`config.mk`:
```
export PLATFORM = sky130hd
export DESIGN_NAME = height_to_heatmap_color_flat
export DESIGN_NICKNAME = d
export VERILOG_FILES = /design/src/hdl/hhc_pkg.sv /design/src/hdl/hhc_sample_if.sv /design/src/hdl/hhc_pixel_if.sv /design/src/hdl/height_to_heatmap_color.sv /design/src/flat_wrapper.sv
export SDC_FILE = /design/constraint.sdc
export NUM_CORES = 1
export LEC_CHECK = 0
export BUFFER_PORTS_ARGS = -buffer_cell sky130_fd_sc_hd__buf_2
export CORE_AREA = 2 2 299 301
export DETAILED_ROUTE_END_ITERATION = 8
export DIE_AREA = 0 0 301 303
export PLACE_DENSITY_LB_ADDON = 0.15
export SETUP_SLACK_MARGIN = 0.5
export SLEW_MARGIN = 0
export SYNTH_ARGS = -nofsm -noshare
export SYNTH_HDL_FRONTEND = slang
export SYNTH_SLANG_ARGS = --single-unit
```
`constraint.sdc`:
```
create_clock -name clk -period 5.3 [get_ports clk]
set_input_delay 0.53 -clock clk [delete_from_list [all_inputs] [get_ports clk]]
set_output_delay 0.53 -clock clk [all_outputs]
set_load 0.02 [all_outputs]
```
`src/hdl/hhc_pkg.sv`:
```
// ----------------------------------------------------------------------------
// hhc_pkg
// Types and constants shared by the height-to-heatmap colour mapper.
// ----------------------------------------------------------------------------
package hhc_pkg;

  localparam int FRAC_BITS       = 16;
  localparam int SAMPLE_W        = 16;
  localparam int CHAN_W          = 8;
  localparam int DIV_W           = SAMPLE_W;
  localparam int STEPS_PER_STAGE = 2;
  localparam int DIV_STAGES      = (FRAC_BITS + STEPS_PER_STAGE - 1) / STEPS_PER_STAGE;
  localparam int APB_ADDR_W      = 3;
  localparam int APB_DATA_W      = 32;

  typedef logic signed [SAMPLE_W-1:0] sample_t;
  typedef logic [CHAN_W-1:0]          chan_t;
  typedef logic [FRAC_BITS:0]         frac_t;
  typedef logic [2:0]                 sector_t;

  typedef enum logic {
    REG_RANGE_MIN,
    REG_RANGE_MAX
  } reg_idx_t;

  typedef enum logic [2:0] {
    SECT_RED_YELLOW,
    SECT_YELLOW_GREEN,
    SECT_GREEN_CYAN,
    SECT_CYAN_BLUE,
    SECT_BLUE
  } sector_e;

  localparam frac_t   ONE_FIX         = {1'b1, {FRAC_BITS{1'b0}}};
  localparam chan_t   CHAN_FULL       = {CHAN_W{1'b1}};
  localparam chan_t   CHAN_EMPTY      = '0;
  localparam chan_t   ALPHA_OPAQUE    = {CHAN_W{1'b1}};
  localparam sample_t RANGE_MIN_RESET = -16'sd1000;
  localparam sample_t RANGE_MAX_RESET = 16'sd1000;

  typedef struct packed {
    logic                 is_div;
    logic                 p_one;
    logic [DIV_W-1:0]     rem;
    logic [DIV_W-1:0]     dvsr;
    logic [FRAC_BITS-1:0] quo;
  } div_stage_t;

endpackage

```
`src/hdl/hhc_sample_if.sv`:
```
// ----------------------------------------------------------------------------
// hhc_sample_if
// Valid/ready channel carrying one signed height sample.
// ----------------------------------------------------------------------------
interface hhc_sample_if import hhc_pkg::*; ();

  logic    valid;
  logic    ready;
  sample_t height;

  modport source (output valid, output height, input ready);
  modport sink (input valid, input height, output ready);

endinterface

```
`src/hdl/hhc_pixel_if.sv`:
```
// ----------------------------------------------------------------------------
// hhc_pixel_if
// Valid/ready channel carrying one RGBA pixel.
// ----------------------------------------------------------------------------
interface hhc_pixel_if import hhc_pkg::*; ();

  logic  valid;
  logic  ready;
  chan_t red;
  chan_t green;
  chan_t blue;
  chan_t alpha;

  modport source (output valid, output red, output green, output blue, output alpha,
                  input ready);
  modport sink (input valid, input red, input green, input blue, input alpha,
                output ready);

endinterface

```
`src/hdl/height_to_heatmap_color.sv`:
```
// ----------------------------------------------------------------------------
// height_to_heatmap_color
// Maps a signed height sample to a blue-to-red false-colour RGBA pixel.
//
// sample carries one height per transaction; pixel returns one RGBA colour
// per sample, in order. Alpha is always opaque. range_min (address 0) and
// range_max (address 4) are written through the APB port; write them only
// while no sample is in flight.
// The stages form the offset and span, run the restoring divider two quotient
// bits at a time, pick the hue sector and then scale the channels.
// Throughput is one sample per cycle while pixel.ready is high; each stage
// advances on its own, so bubbles close up and a stalled pixel holds while
// upstream stages fill. Reset empties the pipeline and loads
// range_min = -1000 and range_max = 1000. While pixel.ready is low the last
// pixel is held and sample.ready falls only once every stage is occupied.
// ----------------------------------------------------------------------------
module height_to_heatmap_color import hhc_pkg::*; (
  input  logic                  clk,
  input  logic                  rst,
  input  logic                  psel,
  input  logic                  penable,
  input  logic                  pwrite,
  input  logic [APB_ADDR_W-1:0] paddr,
  input  logic [APB_DATA_W-1:0] pwdata,
  output logic [APB_DATA_W-1:0] prdata,
  output logic                  pready,
  hhc_sample_if.sink            sample,
  hhc_pixel_if.source           pixel
);

  sample_t range_min;
  sample_t range_max;
  reg_idx_t reg_sel;
  logic     reg_wr;

  logic signed [SAMPLE_W:0] diff;
  logic signed [SAMPLE_W:0] span;
  div_stage_t               pre_next;

  logic       pre_v;
  div_stage_t pre;

  logic [DIV_STAGES-1:0] div_v;
  logic [DIV_STAGES-1:0] div_en;
  div_stage_t            div_q    [DIV_STAGES];
  div_stage_t            div_next [DIV_STAGES];

  logic    en_pre;
  logic    en_hue;
  logic    en_out;

  frac_t               p_val;
  frac_t               q_val;
  logic [FRAC_BITS+2:0] q4;
  sector_t             sector_next;
  frac_t               x_next;

  logic    hue_v;
  sector_t hue_sector;
  frac_t   hue_x;

  logic [FRAC_BITS+8:0] scaled;
  chan_t                xs;
  chan_t                red_next;
  chan_t                green_next;
  chan_t                blue_next;

  logic  out_v;
  chan_t out_red;
  chan_t out_green;
  chan_t out_blue;

  assign pready  = 1'b1;
  assign reg_sel = reg_idx_t'(paddr[APB_ADDR_W-1]);
  assign reg_wr  = psel && penable && pwrite && pready;

  always_comb begin
    case (reg_sel)
      REG_RANGE_MIN: prdata = {{(APB_DATA_W-SAMPLE_W){1'b0}}, range_min};
      REG_RANGE_MAX: prdata = {{(APB_DATA_W-SAMPLE_W){1'b0}}, range_max};
      default:       prdata = '0;
    endcase
  end

  always_comb begin
    en_out = !out_v || pixel.ready;
    en_hue = !hue_v || en_out;
    div_en[DIV_STAGES-1] = !div_v[DIV_STAGES-1] || en_hue;
    for (int k = DIV_STAGES - 2; k >= 0; k--) begin
      div_en[k] = !div_v[k] || div_en[k+1];
    end
    en_pre = !pre_v || div_en[0];
  end

  assign sample.ready = en_pre;

  always_comb begin
    diff = {sample.height[SAMPLE_W-1], sample.height} - {range_min[SAMPLE_W-1], range_min};
    span = {range_max[SAMPLE_W-1], range_max} - {range_min[SAMPLE_W-1], range_min};
    pre_next.is_div = (span > 0) && (diff > 0) && (diff < span);
    pre_next.p_one  = (span <= 0) ? (diff > 0) : (diff >= span);
    pre_next.rem    = diff[DIV_W-1:0];
    pre_next.dvsr   = span[DIV_W-1:0];
    pre_next.quo    = '0;
  end

  always_comb begin : div_comb
    div_stage_t       cur;
    logic [DIV_W:0]   trial;
    for (int k = 0; k < DIV_STAGES; k++) begin
      cur = (k == 0) ? pre : div_q[(k == 0) ? 0 : k - 1];
      for (int j = 0; j < STEPS_PER_STAGE; j++) begin
        if (k * STEPS_PER_STAGE + j < FRAC_BITS) begin
          trial = {cur.rem, 1'b0};
          if (trial >= {1'b0, cur.dvsr}) begin
            trial   = trial - {1'b0, cur.dvsr};
            cur.quo = {cur.quo[FRAC_BITS-2:0], 1'b1};
          end else begin
            cur.quo = {cur.quo[FRAC_BITS-2:0], 1'b0};
          end
          cur.rem = trial[DIV_W-1:0];
        end
      end
      div_next[k] = cur;
    end
  end

  always_comb begin
    if (div_q[DIV_STAGES-1].is_div) begin
      p_val = {1'b0, div_q[DIV_STAGES-1].quo};
    end else if (div_q[DIV_STAGES-1].p_one) begin
      p_val = ONE_FIX;
    end else begin
      p_val = '0;
    end
    q_val       = ONE_FIX - p_val;
    q4          = {q_val, 2'b00};
    sector_next = q4[FRAC_BITS+2:FRAC_BITS];
    if (sector_next[0]) begin
      x_next = ONE_FIX - {1'b0, q4[FRAC_BITS-1:0]};
    end else begin
      x_next = {1'b0, q4[FRAC_BITS-1:0]};
    end
  end

  always_comb begin
    scaled = {hue_x, 8'b0} - {8'b0, hue_x};
    xs     = scaled[FRAC_BITS+7:FRAC_BITS];
    case (sector_e'(hue_sector))
      SECT_RED_YELLOW: begin
        red_next = CHAN_FULL; green_next = xs; blue_next = CHAN_EMPTY;
      end
      SECT_YELLOW_GREEN: begin
        red_next = xs; green_next = CHAN_FULL; blue_next = CHAN_EMPTY;
      end
      SECT_GREEN_CYAN: begin
        red_next = CHAN_EMPTY; green_next = CHAN_FULL; blue_next = xs;
      end
      SECT_CYAN_BLUE: begin
        red_next = CHAN_EMPTY; green_next = xs; blue_next = CHAN_FULL;
      end
      default: begin
        red_next = xs; green_next = CHAN_EMPTY; blue_next = CHAN_FULL;
      end
    endcase
  end

  always_ff @(posedge clk) begin
    if (rst) begin
      range_min <= RANGE_MIN_RESET;
      range_max <= RANGE_MAX_RESET;
      pre_v     <= 1'b0;
      div_v     <= '0;
      hue_v     <= 1'b0;
      out_v     <= 1'b0;
    end else begin
      if (reg_wr) begin
        case (reg_sel)
          REG_RANGE_MIN: range_min <= sample_t'(pwdata[SAMPLE_W-1:0]);
          REG_RANGE_MAX: range_max <= sample_t'(pwdata[SAMPLE_W-1:0]);
          default: ;
        endcase
      end
      if (en_pre) begin
        pre_v <= sample.valid;
      end
      for (int k = 0; k < DIV_STAGES; k++) begin
        if (div_en[k]) begin
          div_v[k] <= (k == 0) ? pre_v : div_v[(k == 0) ? 0 : k - 1];
        end
      end
      if (en_hue) begin
        hue_v <= div_v[DIV_STAGES-1];
      end
      if (en_out) begin
        out_v <= hue_v;
      end
    end
  end

  always_ff @(posedge clk) begin
    if (en_pre) begin
      pre <= pre_next;
    end
    for (int k = 0; k < DIV_STAGES; k++) begin
      if (div_en[k]) begin
        div_q[k] <= div_next[k];
      end
    end
    if (en_hue) begin
      hue_sector <= sector_next;
      hue_x      <= x_next;
    end
    if (en_out) begin
      out_red   <= red_next;
      out_green <= green_next;
      out_blue  <= blue_next;
    end
  end

  assign pixel.valid = out_v;
  assign pixel.red   = out_red;
  assign pixel.green = out_green;
  assign pixel.blue  = out_blue;
  assign pixel.alpha = ALPHA_OPAQUE;

  a_reset_empty: assert property (@(posedge clk) rst |=> !pixel.valid && !hue_v && !pre_v)
    else $error("pipeline not empty after reset");

  a_hue_has_full: assert property (@(posedge clk) disable iff (rst)
    pixel.valid |-> (pixel.red == CHAN_FULL || pixel.green == CHAN_FULL ||
                     pixel.blue == CHAN_FULL))
    else $error("no channel at full scale");

  a_hue_has_empty: assert property (@(posedge clk) disable iff (rst)
    pixel.valid |-> (pixel.red == CHAN_EMPTY || pixel.green == CHAN_EMPTY ||
                     pixel.blue == CHAN_EMPTY))
    else $error("no channel at zero");

  a_sector_range: assert property (@(posedge clk) disable iff (rst)
    hue_v && hue_sector == SECT_BLUE |-> hue_x == '0)
    else $error("blue sector with non-zero ramp");

endmodule
```
`src/flat_wrapper.sv`:
```
// flat-port wrapper written by rule: the top's interface ports become plain ports
module height_to_heatmap_color_flat import hhc_pkg::*;
  (clk, rst, psel, penable, pwrite, paddr, pwdata, prdata, pready, sample_valid, sample_height, sample_ready, pixel_valid, pixel_red, pixel_green, pixel_blue, pixel_alpha, pixel_ready);
  hhc_sample_if sample_i ();
  hhc_pixel_if pixel_i ();
  input  logic clk;
  input  logic rst;
  input  logic psel;
  input  logic penable;
  input  logic pwrite;
  input  logic [APB_ADDR_W-1:0] paddr;
  input  logic [APB_DATA_W-1:0] pwdata;
  output logic [APB_DATA_W-1:0] prdata;
  output logic pready;
  input wire logic [$bits(sample_i.valid)-1:0] sample_valid;
  input wire logic [$bits(sample_i.height)-1:0] sample_height;
  output wire logic [$bits(sample_i.ready)-1:0] sample_ready;
  output wire logic [$bits(pixel_i.valid)-1:0] pixel_valid;
  output wire logic [$bits(pixel_i.red)-1:0] pixel_red;
  output wire logic [$bits(pixel_i.green)-1:0] pixel_green;
  output wire logic [$bits(pixel_i.blue)-1:0] pixel_blue;
  output wire logic [$bits(pixel_i.alpha)-1:0] pixel_alpha;
  input wire logic [$bits(pixel_i.ready)-1:0] pixel_ready;
  assign sample_i.valid = sample_valid;
  assign sample_i.height = sample_height;
  assign sample_ready = sample_i.ready;
  assign pixel_valid = pixel_i.valid;
  assign pixel_red = pixel_i.red;
  assign pixel_green = pixel_i.green;
  assign pixel_blue = pixel_i.blue;
  assign pixel_alpha = pixel_i.alpha;
  assign pixel_i.ready = pixel_ready;
  height_to_heatmap_color u_core (.clk(clk), .rst(rst), .psel(psel), .penable(penable), .pwrite(pwrite), .paddr(paddr), .pwdata(pwdata), .prdata(prdata), .pready(pready), .sample(sample_i), .pixel(pixel_i));
endmodule
```
==> summary.txt <==
Synthesis
  – Library cells used by synthesis: 83
  – Yosys reg bits: roughly 430
  – Largest family of logic cells by synthesized area: compound AO/OA/AOI/OAI gates
  – Synth top cells by count: edfxtp_1 (388), ha_1 (306), inv_1 (252), a21oi_1 (239), nand2_1 (209)
  – Synth top area cells: edfxtp_1 (38%), ha_1 (13%), mux2_2 (5.9%)
  – Yosys top cell area share: roughly two fifths
  – YS warnings: 0
  – Mux cell area share after synthesis: approximately 6.6%
  – Synth Area in Simple Gates: a little under an eighth
  – Syn Inst Count: ~3000
  – Post-synth EDFFs: 388
  – Area fraction in compound gates after synthesis: 16.6%
  – Ys flop type: edfxtp_1
  – Seq/Total Area, Yosys: between 40% and 50%
  – Count leader, synth: edfxtp_1
  – Leading area contributor after synthesis: edfxtp_1
  – Post-Synth Adder-Cell Area: a little over an eighth
  – Synth Area in XOR/XNOR: approximately 6.5%
  – Asr flop ratio synth: 0%
  – Syn avg cell area: roughly 10 µm²
  – Post-Syn Area: around 0.031 mm²

Floorplan
  – Initial core utilization: a little over a third
  – Boundary Pins: between 100 and 150
  – Die ar.: about 0.091 mm²
  – Row count: 109
  – Core region area: just under 0.09 mm²
  – Die Height: ~300 µm
  – Die Wd: between 300 and 400 µm

STA
  – RSZ-0062 raised after global routing: yes
  – Clock skew: 0.0304 ns
  – Final slew viol count: 0
  – Post-route setup TNS: 0 ns
  – Final setup vio count: 0
  – Rel. slew slack: 21.2%
  – Fmax: 194 MHz
  – Worst Tran Pin Value: approximately 1.2 ns
  – Period utilization: a little over nine tenths
  – Tmin final: between 5 and 6 ns
  – Final Hold Fails: 0
  – Worst hold slack: about 0.17 ns

Critical path
  – CP cell instances: inv_2 -> ha_4 -> nor2b_4 -> o31a_1 -> o41a_1 -> a311oi_2 -> o31ai_2 -> o32a_4 -> mux2_4 -> ha_4 -> o21a_1 -> o31a_1 -> o21bai_2 -> a21oi_2 -> nor4_4 -> o31ai_2 -> o21a_1 -> a2111oi_4 -> buf_4 -> buf_16 -> mux2_4
  – Worst EP required: 5.62 ns
  – Crit. End Element: flip-flop
  – Cells on worst reg2reg path: 21
  – CP max FO: 7
  – Slowest cell on the critical path: edfxtp_1
  – Crit Path Category: reg2reg
  – Critical path arrival: between 5 and 6 ns
  – Startpoint types: flip-flop
  – Crit-path max cell delay: ~0.4 ns

Placed design
  – Post-place instance area: 0.0337 mm²
  – Detailed placement HPWL: 63000 µm
  – PortBufs: 81
  – Global placement routability congestion: between 0.8 and 0.9

Detailed routing
  – Number of routed nets with antenna violations: 0
  – Avg Vias per Cell: ~5.2
  – Initial DRT Pass Iterations: 5
  – Initial DRC count: roughly 1200
  – Residual DRC count: 0
  – Routed WL: 82000 µm
  – Routed len/inst: around 18 µm
  – Via count: approximately 24000

Clock tree
  – Reg clk slew, reported paths: about 0.060 ns
  – Clk root buf: clkbuf_16
  – Total CTS buffers: about 50
  – CTS tree: done
  – Worst-Skew Late Latency: around 0.60 ns
  – # clock sinks: 431
  – Max clock buf depth: 3
  – Hold buffer count at CTS: 0
  – H-Tree Level Count: 2

GRT
  – Gr usage total: between 10% and 20%
  – Initial antenna violation count: 3
  – First-pass GRT wire length: 127000 µm
  – Total grt overflow: 0
  – Largest net degree at the start of global routing: 49
  – Number of global-route vias before repair: approximately 24000

Cells and area
  – Layout Nets: approximately 3700
  – Post-route cell area: 0.0376 mm²
  – Layout cell share with drive strength beyond 1: 23.8%
  – Area Overhead vs Synth: 22.9%
  – Util after Layout: 42.7%

Hold path
  – Hold path cells: 2
  – HP Class: in2reg

Run status
  – Outcome: finished, final reports clean

Run
  – Max-cap violations: 0
[final cells by class]
type	instances	area, µm²
fill	8362	50400
multi-input combinational	2266	18200
sequential	431	12500
timing repair buffer	325	2620
clock buffer	67	1500
tap	1165	1460
inverter	255	965
clock inverter	29	282
timing repair inverter	1	7.51
antenna	1	2.50
[critical path: cells and delay by family, from the launching register on]
kind / cells / cell delay (ns)
AO/OA/AOI/OAI: 12 / 2.66
adder cells (fa/ha/maj): 2 / 0.42
buffers and inverters: 3 / 0.44
flip-flops: 1 / 0.40
multiplexers: 2 / 0.63
AND/OR/NAND/NOR: 2 / 0.31
[cell usage in the layout, fill, tap and decap left out, types with 13 or more instances in the layout]
| master | count |
|---|---|
| dfxtp_1 | 43 |
| buf_2 | 81 |
| a211oi_1 | 17 |
| or2_2 | 16 |
| a211o_1 | 18 |
| o21ai_0 | 105 |
| edfxtp_1 | 388 |
| o211ai_1 | 13 |
| nand2_1 | 202 |
| a21oi_2 | 28 |
| nand3_1 | 46 |
| o21a_1 | 40 |
| nor3_1 | 53 |
| inv_1 | 232 |
| nor2b_1 | 45 |
| nand2b_1 | 28 |
| buf_4 | 205 |
| ha_4 | 33 |
| o21bai_1 | 41 |
| o21ai_1 | 14 |
| nand4_1 | 36 |
| clkbuf_16 | 60 |
| o31ai_1 | 17 |
| a21oi_1 | 206 |
| buf_6 | 19 |
| nor4_1 | 23 |
| a31oi_1 | 25 |
| conb_1 | 25 |
| a21o_1 | 91 |
| mux2_4 | 71 |
| mux2_2 | 98 |
| inv_2 | 20 |
| nor2_1 | 195 |
| ha_1 | 264 |
| xnor2_1 | 165 |
| xor2_1 | 63 |
| o31a_1 | 15 |
[per-stage QoR]
stage               setup WS [ns]  cells
global placement           0.0608   4341
detailed placement        -0.0188   4341
global route              -0.0326   4539
floorplan                  0.0360   3031
CTS                         0.135   4507
finish                      0.156   4540
[logic make-up (layout without fill, tap and decap cells)]
group,after synthesis,after routing
other,2,26
XOR/XNOR,228,228
buffers and inverters,334,677
AO/OA/AOI/OAI,773,773
adder cells (fa/ha/maj),316,316
multiplexers,176,176
AND/OR/NAND/NOR,748,748
flip-flops,431,431
[final timing paths]
kind / startpoint / slack (ns) / endpoint
min: pwdata[11] / 0.17 / u_core.range_min[11]
max: u_core.div_q[0][167] / 0.16 / u_core.div_q[1][45]
min reg2reg: u_core.div_q[0][49] / 0.39 / u_core.div_q[0][99]
max reg2reg: u_core.div_q[0][167] / 0.16 / u_core.div_q[1][45]
[layer usage]
layer	vias to the layer above	share of wire, %	track usage, %
met1	11311	44	21.6
li1	11708	-	-
met4	6	2.3	4.31
met2	427	50	31.5
met3	129	4.1	2.69
met5	-	0.052	0
[state kept, by name (all words and copies together), names as in the netlist, 3 cells and up]
name	cells
u_core.pixel.green	8
u_core.range_max	16
u_core.hue_sector	3
u_core.hue_x	15
u_core.div_next	18
u_core.range_min	16
u_core.div_q	312
u_core.pixel.blue	8
u_core.pixel.red	8
u_core.pre	16
u_core.div_v	8
[timing repair]
action / in CTS / in global routing
setup buffers: 63 / 29
endpoints found under the hold margin: 0 / 0
cloned: 7 / 3
endpoints found under the setup margin: 115 / 118
pin swaps: 32 / 48
gates resized for setup: 109 / 155
Power is not shown: default switching activity piles up to over one toggle a cycle in this logic, so the estimate is an artifact.
